--- config.mk ---
export PLATFORM = sky130hd
export DESIGN_NAME = cassette_block_deframer_flat
export DESIGN_NICKNAME = d
export VERILOG_FILES = /design/src/rtl/core/cbd_pkg.sv /design/src/rtl/core/cbd_if.sv /design/src/rtl/core/cbd_in_stage.sv /design/src/rtl/core/cbd_core.sv /design/src/rtl/core/cbd_out_stage.sv /design/src/rtl/core/cassette_block_deframer.sv /design/src/flat_wrapper.sv
export VERILOG_INCLUDE_DIRS = /design/src /design/src/rtl/core
export SDC_FILE = /design/constraint.sdc
export NUM_CORES = 1
export LEC_CHECK = 0
export ABC_AREA = 1
export BUFFER_PORTS_ARGS = -buffer_cell sky130_fd_sc_hd__buf_2
export CORE_UTILIZATION = 50
export DETAILED_ROUTE_END_ITERATION = 8
export PLACE_DENSITY = 0.7
export SYNTH_ARGS = -nofsm -noshare
export SYNTH_HDL_FRONTEND = slang
export SYNTH_SLANG_ARGS = --single-unit
--- constraint.sdc ---
create_clock -name i_clk -period 3 [get_ports i_clk]
set_clock_uncertainty 0.1 [all_clocks]
set_input_delay 0.15 -clock i_clk [delete_from_list [all_inputs] [get_ports i_clk]]
set_output_delay 0.15 -clock i_clk [all_outputs]
set_load 0.05 [all_outputs]
--- src/rtl/core/cassette_block_deframer_macros.svh ---
// Assertion macros used by the cassette block deframer core.
`ifndef CASSETTE_BLOCK_DEFRAMER_MACROS_SVH
`define CASSETTE_BLOCK_DEFRAMER_MACROS_SVH

// Check a condition at every clock edge out of reset.
`define CBD_ASSERT_ALWAYS(lbl, clk, rst_n, cond, msg) \
    lbl: assert property (@(posedge clk) disable iff (!rst_n) (cond)) else $error(msg);

// Check that an antecedent implies a consequent in the same cycle.
`define CBD_ASSERT_SAME(lbl, clk, rst_n, ante, cons, msg) \
    lbl: assert property (@(posedge clk) disable iff (!rst_n) (ante) |-> (cons)) \
        else $error(msg);

// Check that an antecedent implies a consequent in the cycle after.
`define CBD_ASSERT_NEXT(lbl, clk, rst_n, ante, cons, msg) \
    lbl: assert property (@(posedge clk) disable iff (!rst_n) (ante) |=> (cons)) \
        else $error(msg);

`endif

--- src/rtl/core/cbd_pkg.sv ---
// Package with the types and constants of the cassette block deframer.
`default_nettype none

package cbd_pkg;

    localparam int BYTE_BITS = 8;
    localparam int CNT_W     = $clog2(BYTE_BITS);

    localparam logic [CNT_W-1:0] CNT_LAST    = CNT_W'(BYTE_BITS - 1);
    localparam logic [7:0]       SYNC_RESET  = 8'h3c;

    localparam logic KIND_DATA = 1'b0;
    localparam logic KIND_END  = 1'b1;

    typedef enum logic [4:0] {
        PH_HUNT = 5'b00001,
        PH_TYPE = 5'b00010,
        PH_LEN  = 5'b00100,
        PH_DATA = 5'b01000,
        PH_SUM  = 5'b10000
    } t_phase;

    typedef struct packed {
        logic       kind;
        logic [7:0] data_byte;
        logic [7:0] byte_index;
        logic [7:0] hdr_type;
        logic [7:0] hdr_len;
        logic       checksum_bad;
        logic       last;
    } t_result;

    typedef struct packed {
        logic    valid;
        t_result res;
    } t_core_out;

endpackage

`default_nettype wire

--- src/rtl/core/cbd_if.sv ---
// Channel interfaces: tape bit input and deframed result output.
`default_nettype none

interface cbd_bit_if;
    logic valid;
    logic ready;
    logic bit_in;

    modport source (output valid, output bit_in, input ready);
    modport sink   (input valid, input bit_in, output ready);
endinterface

interface cbd_res_if;
    logic       valid;
    logic       ready;
    logic       kind;
    logic [7:0] data_byte;
    logic [7:0] byte_index;
    logic [7:0] hdr_type;
    logic [7:0] hdr_len;
    logic       checksum_bad;
    logic       last;

    modport source (
        output valid, output kind, output data_byte, output byte_index,
        output hdr_type, output hdr_len, output checksum_bad, output last,
        input  ready
    );
    modport sink (
        input  valid, input kind, input data_byte, input byte_index,
        input  hdr_type, input hdr_len, input checksum_bad, input last,
        output ready
    );
endinterface

`default_nettype wire

--- src/rtl/core/cbd_in_stage.sv ---
// Input register for tape bit beats.
`default_nettype none

module cbd_in_stage (
    input  wire logic i_clk,
    input  wire logic i_rst_n,
    cbd_bit_if.sink   i_bits,
    input  wire logic i_take,
    output logic      o_valid,
    output logic      o_bit
);

    logic r_valid;
    logic r_bit;

    // Refill in the same cycle the held beat moves on.
    assign i_bits.ready = !r_valid || i_take;

    always_ff @(posedge i_clk) begin
        if (!i_rst_n) begin
            r_valid <= 1'b0;
        end else if (i_bits.valid && i_bits.ready) begin
            r_valid <= 1'b1;
        end else if (i_take) begin
            r_valid <= 1'b0;
        end
    end

    always_ff @(posedge i_clk) begin
        if (i_bits.valid && i_bits.ready) begin
            r_bit <= i_bits.bit_in;
        end
    end

    assign o_valid = r_valid;
    assign o_bit   = r_bit;

endmodule

`default_nettype wire

--- src/rtl/core/cbd_core.sv ---
// Sync hunt, byte assembly, block field capture and checksum tracking.
`default_nettype none
`include "cassette_block_deframer_macros.svh"

module cbd_core (
    input  wire logic        i_clk,
    input  wire logic        i_rst_n,
    input  wire logic        i_cfg_wr_en,
    input  wire logic [7:0]  i_cfg_wr_data,
    input  wire logic        i_advance,
    input  wire logic        i_bit,
    output cbd_pkg::t_core_out o_core
);

    cbd_pkg::t_phase r_phase, n_phase;
    logic [7:0] r_sync;
    logic [7:0] r_hunt, n_hunt;
    logic [cbd_pkg::CNT_W-1:0] r_cnt, n_cnt;
    logic [7:0] r_asm, n_asm;
    logic [7:0] r_type, n_type;
    logic [7:0] r_len, n_len;
    logic [7:0] r_pcount, n_pcount;
    logic [7:0] r_sum, n_sum;

    logic [7:0] shifted_asm;
    logic [7:0] next_pcount;
    logic       byte_done;

    assign shifted_asm = {i_bit, r_asm[7:1]};
    assign next_pcount = r_pcount + 8'd1;
    assign byte_done   = (r_cnt == cbd_pkg::CNT_LAST);

    always_comb begin
        n_phase  = r_phase;
        n_hunt   = r_hunt;
        n_cnt    = r_cnt;
        n_asm    = r_asm;
        n_type   = r_type;
        n_len    = r_len;
        n_pcount = r_pcount;
        n_sum    = r_sum;
        o_core   = '0;

        case (r_phase)
            cbd_pkg::PH_TYPE, cbd_pkg::PH_LEN, cbd_pkg::PH_DATA, cbd_pkg::PH_SUM: begin
                n_asm = shifted_asm;
                n_cnt = r_cnt + 1'b1;
                if (byte_done) begin
                    // start the next byte from a cleared assembly
                    n_asm = '0;
                    n_cnt = '0;
                    case (r_phase)
                        cbd_pkg::PH_TYPE: begin
                            n_type  = shifted_asm;
                            n_phase = cbd_pkg::PH_LEN;
                        end
                        cbd_pkg::PH_LEN: begin
                            n_len    = shifted_asm;
                            n_sum    = r_type + shifted_asm;
                            n_pcount = '0;
                            n_phase  = (shifted_asm == 8'd0) ? cbd_pkg::PH_SUM
                                                             : cbd_pkg::PH_DATA;
                        end
                        cbd_pkg::PH_DATA: begin
                            o_core.valid            = 1'b1;
                            o_core.res.kind         = cbd_pkg::KIND_DATA;
                            o_core.res.data_byte    = shifted_asm;
                            o_core.res.byte_index   = r_pcount;
                            o_core.res.hdr_type     = r_type;
                            o_core.res.hdr_len      = r_len;
                            n_sum    = r_sum + shifted_asm;
                            n_pcount = next_pcount;
                            n_phase  = (next_pcount == r_len) ? cbd_pkg::PH_SUM
                                                              : cbd_pkg::PH_DATA;
                        end
                        default: begin
                            o_core.valid            = 1'b1;
                            o_core.res.kind         = cbd_pkg::KIND_END;
                            o_core.res.hdr_type     = r_type;
                            o_core.res.hdr_len      = r_len;
                            o_core.res.checksum_bad = (r_sum != shifted_asm);
                            o_core.res.last         = 1'b1;
                            n_hunt  = '0;
                            n_phase = cbd_pkg::PH_HUNT;
                        end
                    endcase
                end
            end
            default: begin
                // hunt: shift in at the top, compare after every bit
                n_hunt = {i_bit, r_hunt[7:1]};
                if (n_hunt == r_sync) begin
                    n_phase = cbd_pkg::PH_TYPE;
                    n_cnt   = '0;
                    n_asm   = '0;
                end
            end
        endcase
    end

    always_ff @(posedge i_clk) begin
        if (!i_rst_n) begin
            r_sync <= cbd_pkg::SYNC_RESET;
        end else if (i_cfg_wr_en) begin
            r_sync <= i_cfg_wr_data;
        end
    end

    always_ff @(posedge i_clk) begin
        if (!i_rst_n) begin
            r_phase  <= cbd_pkg::PH_HUNT;
            r_hunt   <= '0;
            r_cnt    <= '0;
            r_asm    <= '0;
            r_type   <= '0;
            r_len    <= '0;
            r_pcount <= '0;
            r_sum    <= '0;
        end else if (i_advance) begin
            r_phase  <= n_phase;
            r_hunt   <= n_hunt;
            r_cnt    <= n_cnt;
            r_asm    <= n_asm;
            r_type   <= n_type;
            r_len    <= n_len;
            r_pcount <= n_pcount;
            r_sum    <= n_sum;
        end
    end

    `CBD_ASSERT_SAME(a_result_on_byte_end, i_clk, i_rst_n, o_core.valid,
        byte_done && (r_phase == cbd_pkg::PH_DATA || r_phase == cbd_pkg::PH_SUM),
        "result outside a completed data or checksum byte")
    `CBD_ASSERT_NEXT(a_hunt_after_end, i_clk, i_rst_n,
        i_advance && o_core.valid && o_core.res.last,
        r_phase == cbd_pkg::PH_HUNT && r_hunt == 8'd0,
        "hunt did not restart after end of block")
    `CBD_ASSERT_SAME(a_index_in_range, i_clk, i_rst_n,
        r_phase == cbd_pkg::PH_DATA, r_pcount < r_len,
        "payload count reached length inside data phase")
    `CBD_ASSERT_SAME(a_hunt_clean_asm, i_clk, i_rst_n,
        r_phase == cbd_pkg::PH_HUNT, r_cnt == '0 && r_asm == 8'd0,
        "byte assembly not cleared while hunting")

endmodule

`default_nettype wire

--- src/rtl/core/cbd_out_stage.sv ---
// Result register between the deframer core and the result channel.
`default_nettype none

module cbd_out_stage (
    input  wire logic               i_clk,
    input  wire logic               i_rst_n,
    input  wire cbd_pkg::t_core_out i_core,
    input  wire logic               i_advance,
    output logic                    o_can_load,
    cbd_res_if.source               o_res
);

    logic             r_valid;
    cbd_pkg::t_result r_res;
    logic             load;

    assign o_can_load = !r_valid || o_res.ready;
    assign load       = i_advance && i_core.valid;

    always_ff @(posedge i_clk) begin
        if (!i_rst_n) begin
            r_valid <= 1'b0;
        end else if (o_can_load) begin
            r_valid <= load;
        end
    end

    // hold the payload until the beat is taken
    always_ff @(posedge i_clk) begin
        if (load) begin
            r_res <= i_core.res;
        end
    end

    assign o_res.valid        = r_valid;
    assign o_res.kind         = r_res.kind;
    assign o_res.data_byte    = r_res.data_byte;
    assign o_res.byte_index   = r_res.byte_index;
    assign o_res.hdr_type     = r_res.hdr_type;
    assign o_res.hdr_len      = r_res.hdr_len;
    assign o_res.checksum_bad = r_res.checksum_bad;
    assign o_res.last         = r_res.last;

endmodule

`default_nettype wire

--- src/rtl/core/cassette_block_deframer.sv ---
// Cassette block deframer: bit stream in, payload bytes and end-of-block status out.
//
// Usage:
//   i_bits carries one decoded tape bit per beat, least significant bit of
//   each byte first. o_res carries one beat per payload byte (kind 0, with
//   its index) and one end beat per block (kind 1, last 1) with type,
//   length and a flag for a wrapping-sum checksum mismatch.
//   i_cfg_wr_en / i_cfg_wr_data load the sync byte; write only while idle.
// Path: an accepted bit waits in the input register, then the state update
//   processes it, and a result that it ends is loaded into the result register.
// Throughput: one bit per cycle while o_res is not held off; the input
//   register, the state update and the result register pass a beat every cycle.
// Reset: sync byte returns to 0x3c, the block hunts from a cleared shift
//   register, both registers empty.
// Stall: when o_res is held off, the result register keeps its beat, state
//   update pauses, and i_bits.ready drops once the input register is full.
`default_nettype none

module cassette_block_deframer (
    input  wire logic       i_clk,
    input  wire logic       i_rst_n,
    input  wire logic       i_cfg_wr_en,
    input  wire logic [7:0] i_cfg_wr_data,
    cbd_bit_if.sink         i_bits,
    cbd_res_if.source       o_res
);

    logic               in_valid;
    logic               in_bit;
    logic               can_load;
    logic               advance;
    cbd_pkg::t_core_out core_out;

    assign advance = in_valid && can_load;

    cbd_in_stage u_in_stage (
        .i_clk   (i_clk),
        .i_rst_n (i_rst_n),
        .i_bits  (i_bits),
        .i_take  (advance),
        .o_valid (in_valid),
        .o_bit   (in_bit)
    );

    cbd_core u_core (
        .i_clk         (i_clk),
        .i_rst_n       (i_rst_n),
        .i_cfg_wr_en   (i_cfg_wr_en),
        .i_cfg_wr_data (i_cfg_wr_data),
        .i_advance     (advance),
        .i_bit         (in_bit),
        .o_core        (core_out)
    );

    cbd_out_stage u_out_stage (
        .i_clk      (i_clk),
        .i_rst_n    (i_rst_n),
        .i_core     (core_out),
        .i_advance  (advance),
        .o_can_load (can_load),
        .o_res      (o_res)
    );

endmodule

`default_nettype wire

--- src/flat_wrapper.sv ---
// flat-port wrapper written by rule: the top's interface ports become plain ports
module cassette_block_deframer_flat 
  (i_clk, i_rst_n, i_cfg_wr_en, i_cfg_wr_data, i_bits_valid, i_bits_bit_in, i_bits_ready, o_res_valid, o_res_kind, o_res_data_byte, o_res_byte_index, o_res_hdr_type, o_res_hdr_len, o_res_checksum_bad, o_res_last, o_res_ready);
  cbd_bit_if i_bits_i ();
  cbd_res_if o_res_i ();
  input  wire logic i_clk;
  input  wire logic i_rst_n;
  input  wire logic i_cfg_wr_en;
  input  wire logic [7:0] i_cfg_wr_data;
  input wire logic [$bits(i_bits_i.valid)-1:0] i_bits_valid;
  input wire logic [$bits(i_bits_i.bit_in)-1:0] i_bits_bit_in;
  output wire logic [$bits(i_bits_i.ready)-1:0] i_bits_ready;
  output wire logic [$bits(o_res_i.valid)-1:0] o_res_valid;
  output wire logic [$bits(o_res_i.kind)-1:0] o_res_kind;
  output wire logic [$bits(o_res_i.data_byte)-1:0] o_res_data_byte;
  output wire logic [$bits(o_res_i.byte_index)-1:0] o_res_byte_index;
  output wire logic [$bits(o_res_i.hdr_type)-1:0] o_res_hdr_type;
  output wire logic [$bits(o_res_i.hdr_len)-1:0] o_res_hdr_len;
  output wire logic [$bits(o_res_i.checksum_bad)-1:0] o_res_checksum_bad;
  output wire logic [$bits(o_res_i.last)-1:0] o_res_last;
  input wire logic [$bits(o_res_i.ready)-1:0] o_res_ready;
  assign i_bits_i.valid = i_bits_valid;
  assign i_bits_i.bit_in = i_bits_bit_in;
  assign i_bits_ready = i_bits_i.ready;
  assign o_res_valid = o_res_i.valid;
  assign o_res_kind = o_res_i.kind;
  assign o_res_data_byte = o_res_i.data_byte;
  assign o_res_byte_index = o_res_i.byte_index;
  assign o_res_hdr_type = o_res_i.hdr_type;
  assign o_res_hdr_len = o_res_i.hdr_len;
  assign o_res_checksum_bad = o_res_i.checksum_bad;
  assign o_res_last = o_res_i.last;
  assign o_res_i.ready = o_res_ready;
  cassette_block_deframer u_core (.i_clk(i_clk), .i_rst_n(i_rst_n), .i_cfg_wr_en(i_cfg_wr_en), .i_cfg_wr_data(i_cfg_wr_data), .i_bits(i_bits_i), .o_res(o_res_i));
endmodule
; ---- Word-level counts from Yosys, hierarchy flattened
; Index checks and enable logic that the tools add are counted.
[word_totals]
elab_cells = 84
register_bits = 102
inputBits = 14
out_inout_bits = 37
[op_classes]
mux = 25
n_addsub = 4
reduce_logical = 24
n_bitwise = 2
n_eq_ne = 10
[op_table]
columns = operator, n
row1 = 36-bit two-way mux, 2
row2 = 8-bit two-way mux, 6
row3 = 16-bit two-way mux, 2
row4 = 8-bit case mux with 2 select lines, 2
row5 = 5-bit two-way mux, 5
row6 = 8-bit adder, 2
row7 = 8-bit equality test, 2
row8 = 5-bit case mux with 3 select lines, 1
row9 = 4-bit AND reduction, 3
row10 = 3-bit two-way mux, 3
row11 = 3-bit AND reduction, 3
row12 = "8-bit by 1-bit adder with 8-bit output, second input constant", 1
row13 = 8-bit zero test, 1
row14 = 8-bit != test, 1
row15 = 4-bit OR reduction, 2
row16 = 2-bit nonzero test, 3
row17 = "5-bit by 2-bit equality test with 1-bit output, second input constant", 1
row18 = "5-bit by 3-bit equality test with 1-bit output, second input constant", 1
row19 = "5-bit by 4-bit equality test with 1-bit output, second input constant", 1
row20 = "5-bit equality test, second input constant", 1
row21 = 5-bit OR reduction, 1
row22 = "2-bit != test, second input constant", 2
row23 = 2-bit case mux with 2 select lines, 1
row24 = 2-bit AND reduction, 2
row25 = other kinds (10), 16

; ---- Depth between registers and ports, before layout
[depth]
ltp_word = 6
mapped_depth = 16
ltp_nobuf = 15

; ---- By module
; A second synthesis with hierarchy kept.
[hier_totals]
hier_cells = 577
area_unflattened_um2 = 4697.0
[modules_own_cells]
columns = mod, cells_each, area_each_um2, instances, seq_area_each_um2
row1 = cbd_core, 525, 3507.1, 1, 1241.2
row2 = cbd_out_stage, 42, 1101.1, 1, 1071.0
row3 = cbd_in_stage, 8, 81.3, 1, 50.0
row4 = cassette_block_deframer, 2, 7.5, 1, 0.0

; ---- Worst setup path after synthesis
; Ideal clock, no wire load.
[synth_path]
kind = register to register
start = register u_core.u_out_stage.r_valid (netlist: u_core.u_out_stage.o_res.valid)
end = register u_core.u_out_stage.r_res (netlist bit u_core.u_out_stage.o_res.byte_index[0]) (enable)
path_buffers = 1
slack_ns = 0.478
setup_time_ns = 0.389
period_less_slack_ns = 2.522
t_required_ns = 2.511
arrival_ns = 2.034
stages_incl_launch_ff = 7
path_cell_list = dfxtp_1 > nand2_1 > nand2_1 > inv_1 > clkbuf_1 > nand3_1 > inv_1
[synth_between]
elab_chain_cells = 4
[synth_lines]
columns = element, line
row1 = start: declaration, cbd_out_stage.sv:13  ; logic r_valid;
row2 = start signal: assignment, cbd_out_stage.sv:24  ; r_valid <= load;
row3 = 1-bit zero test, cbd_out_stage.sv:17  ; assign o_can_load = !r_valid || o_res.ready;
row4 = 1-bit logical OR, cbd_out_stage.sv:17
row5 = 1-bit logical AND, cassette_block_deframer.sv:34  ; assign advance = in_valid && can_load;
row6 = 1-bit logical AND, cbd_out_stage.sv:18  ; assign load = i_advance && i_core.valid;
row7 = named net u_core.u_out_stage.load, cbd_out_stage.sv:15  ; logic load;
row8 = end signal: assignment, cbd_out_stage.sv:31  ; r_res <= i_core.res;
row9 = end: declaration, cbd_out_stage.sv:14  ; cbd_pkg::t_result r_res;
; The timed path passes the listed nets, and every way through them passes these cells.
; A chain may end at the register's enable or synchronous reset.

; ---- Final worst setup path
[layout_path]
start = register u_core.u_core.r_phase[3]
end = register u_core.u_core.r_sum[6]
[layout_between]
elab_chain_cells = 3
elab_cells_between_ends = 8
cone_classes = eq/ne: 4 / mux: 1 / reduce/logical: 3
[layout_lines]
columns = element, line
row1 = start: declaration, cbd_core.sv:15  ; cbd_pkg::t_phase r_phase, n_phase;
row2 = start signal: assignment, cbd_core.sv:111  ; r_phase <= cbd_pkg::PH_HUNT;
row3 = start signal: assignment, cbd_core.sv:120  ; r_phase <= n_phase;
row4 = 5-bit by 2-bit equality test with 1-bit output (tied with other cells), cbd_core.sv:44  ; case (r_phase)
row5 = 4-bit OR reduction / 2-bit nonzero test (equally long branches), -
row6 = 4-bit AND reduction (no source line), -
row7 = end signal: assignment, cbd_core.sv:127  ; r_sum <= n_sum;
row8 = end: declaration, cbd_core.sv:23  ; logic [7:0] r_sum, n_sum;
; Parallel ways exist; a longest one is shown, timed or not.

==> impl_metrics.tcl <==
set metrics [dict create \
    reg2reg_to "u_core.u_core.r_sum[6]" \
    yosys-top-cells-area "dfxtp_1, edfxtp_1, nand2_1" \
    pwr-share-seq_pct 60.6 \
    clock-sinks 99 \
    rows 35 \
    port_buffers 50 \
    antenna_cells 0 \
    postLayoutCellArea_um2 5510 \
    core-area_um2 9280 \
    postCtsSetupBuffers 0 \
    endpoint_kind "flip-flop" \
    synth.largest_area_cell "dfxtp_1" \
    crit_fanout 12 \
    met3_length_um 584 \
    cp_num_buf_inv 2 \
    synth_edf_count 35 \
    htreeDepth 3 \
    finalSetupViolCount 0 \
    reg2reg_depth 14 \
    worst_ep_required_time_ns 3.17 \
    slowest_delay_ns 0.43 \
    hold_buffers 16 \
    worstSetupPathType "flip-flop to flip-flop" \
    fin_crit_sh_pct 91.2 \
    synthXorXnorAreaFrac_pct 3.44 \
    yosysUniqueCellTypes 39 \
    grt_pass1_vias 3819 \
    hold_ws_ns 0.0260 \
    grt_pass1_wl_um 18000 \
    drt-initial-drc-count 219 \
    internal_power_mw 1.75 \
    finalNetCount 668 \
    via_per_inst 5.23 \
    dp.cells 744 \
    final_max_slew_viol_count 0 \
    antenna_found_initial 0 \
    crit_chain "inv_2, nor2_2, nand3_2, o21ai_0, ha_1, inv_1, fa_1, o21ai_0, nand2_1, nand2_1, a21oi_1, xnor2_1, nor2_1, nor2_1" \
    met1_length_um 4650 \
    cp-start-kind "flip-flop" \
    path_clk_slew_ns 0.11 \
    synth_compound_area_share_pct 10.7 \
    hp-start "i_cfg_wr_data[6]" \
    cts_tree "done" \
    cts-root-buf "clkbuf_8" \
    synth.most_common_cell "nand2_1" \
    syn_to_final_growth_pct 14.1 \
    first_pass_iters 4 \
    max_slew_margin_pct 65.3 \
    fin_crit_ns 2.74 \
    io_pins 51 \
    path_depth 14 \
    synth_fa_ha_area_share_pct 3.26 \
    fp.dieW_um 100 \
    tightest_slew_ns 0.520 \
    clockPowerShare_pct 35.5 \
    grt_max_degree 34 \
    synth_warnings 0 \
    hold_viol 0 \
    synth-main-ff-cell "dfxtp_1" \
    cp.arrival_ns 2.91 \
    critPathLaunch "u_core.u_core.r_phase[3]" \
    cts_buffer_depth 2 \
    ys_async_sr_fraction_pct 0 \
    synth_common_cells "nand2_1, dfxtp_1, inv_1, nor2_1, a21oi_1" \
    hold_class "primary input to flip-flop" \
    muxShareOfSynthArea_pct 0 \
    initial_core_util_pct 52.0 \
    ff2ff_setup_slack_ns 0.26 \
    reg2reg_from "u_core.u_core.r_phase[3]" \
    ys_seq_area_share_pct 48.3 \
    total_power_mw 2.31 \
    gp_congestion 0.948 \
    fp.dieArea_um2 10100 \
    ctsResizeCount 0 \
    fin_util_pct 59.4 \
    synth_top_family_by_area "simple AND/OR/NAND/NOR gates" \
    grt_overflow 0 \
    pwr-share-comb_pct 3.9 \
    synth_top_area_share_pct 26.5 \
    met2_length_um 5170 \
    vias 4055 \
    slowest_stage "dfxtp_1" \
    drc 0 \
    wl_um 10700 \
    clk_latency_ns 0.37 \
    ys_ff_latch 99 \
    p_leak_nw 2.43 \
    die_y_um 100 \
    cap_violations 0 \
    drive_above_1_share_pct 17.0 \
    cellPowerDensity_nw_per_um2 418 \
    cts_buffers 9 \
    dr.max_layer_used "met4" \
    hold-path-cell-count 3 \
    wl_per_cell_um 13.8 \
    syn_area_um2 4830 \
    cp-endpoint "u_core.u_core.r_sum[6]" \
    syn_area_per_cell_um2 8.36 \
    synthSimpleGateAreaFrac_pct 26.4 \
    stdcell_count 776 \
    fmax_mhz 365 \
    track_usage_pct 22.8 \
    syn-instance-count 578 \
    final.setup.tns_ns 0 \
    syn-num-nets 604 \
    worst_slack_ns 0.263 \
    dpl.hpwl_um 7600 \
    run_status "finished, final reports clean" \
    crit_family "simple AND/OR/NAND/NOR gates" \
    antenna_left 0 \
    rsz0062_at_grt "no" \
    place_area_um2 5170 \
    dp_slack_ns 0.336 \
    ir_worst_vdd_uv 261 \
    power.switching_uw 559 \
    netSwitchingFraction_pct 24.3 \
]
==> metal layers <==
layer  track usage, %  up-vias
met2             38.3      129
met1             28.7     1867
met5                0        -
li1                 -     2034
met4             10.6        0
met3             3.97       25
==> final cells by class <==
type	count	area (um^2)
tap	129	161
multi-input combinational	390	2120
clock inverter	7	58.8
sequential	99	2330
clock buffer	9	124
inverter	71	274
timing repair buffer	71	448
fill	858	3770
==> power groups by stage <==
stage	clock network (mW)	registers (mW)	logic [mW]
CTS	0.832	1.40	0.0889
finish	0.818	1.40	0.0894
detailed placement	0	1.43	0.0729
floorplan	0	1.42	0.0490
global route	0.884	1.40	0.0997
global placement	0	1.43	0.0709
==> placed cells by master, fill, tap and decap left out, types with 11 or more instances in the layout <==
cell	count
nand4_1	11
buf_2	50
nor2_1	60
dfxtp_1	64
dlygate4sd3_1	16
nand2_1	110
nand3_1	43
o21ai_1	14
edfxtp_1	35
inv_1	62
ha_1	11
a21oi_1	49
o21ai_0	31
xor2_1	16
==> worst register-to-register path: cells and delay by family, from the launching register on <==
family | cells | cell delay (ns)
flip-flops | 1 | 0.43
XOR/XNOR | 1 | 0.13
buffers and inverters | 2 | 0.15
AO/OA/AOI/OAI | 3 | 0.63
adder cells (fa/ha/maj) | 2 | 0.60
AND/OR/NAND/NOR | 6 | 0.63
==> logic make-up (layout without fill, tap and decap cells) <==
family	Yosys count	in the layout
DFF	99	99
buffers and inverters	89	158
AOI/OAI and AO/OA	99	99
adders and majority gates	12	12
xor gates and xnor gates	19	19
and+or+nand+nor	260	260
==> sequential cells by signal (all words and copies together) (netlist names) <==
register	cells
u_core.u_out_stage.o_res.hdr_type	8
u_core.u_core.r_phase	5
u_core.u_out_stage.o_res.checksum_bad	1
u_core.u_core.r_sum	8
u_core.u_core.r_cnt	3
u_core.u_core.r_hunt	7
u_core.u_in_stage.o_bit	1
u_core.u_core.r_type	8
u_core.u_out_stage.o_res.data_byte	8
u_core.u_core.r_len	8
u_core.u_core.r_pcount	8
u_core.u_out_stage.o_res.byte_index	8
u_core.u_out_stage.o_res.valid	1
u_core.u_out_stage.o_res.last	1
u_core.u_in_stage.o_valid	1
u_core.u_core.r_asm	7
u_core.u_out_stage.o_res.hdr_len	8
u_core.u_core.r_sync	8
==> how the worst min path moves through the flow <==
stage                               to  slack [ns]
6_report       u_core.u_core.r_sync[6]        0.03
5_1_grt        u_core.u_core.r_sync[6]       0.004
4_1_cts        u_core.u_core.r_sync[6]        0.01
3_5_place_dp   u_core.u_in_stage.o_bit        0.23
3_3_place_gp   u_core.u_in_stage.o_bit        0.23
2_1_floorplan  u_core.u_in_stage.o_bit        0.15
Power figures use the tool's default switching activity.
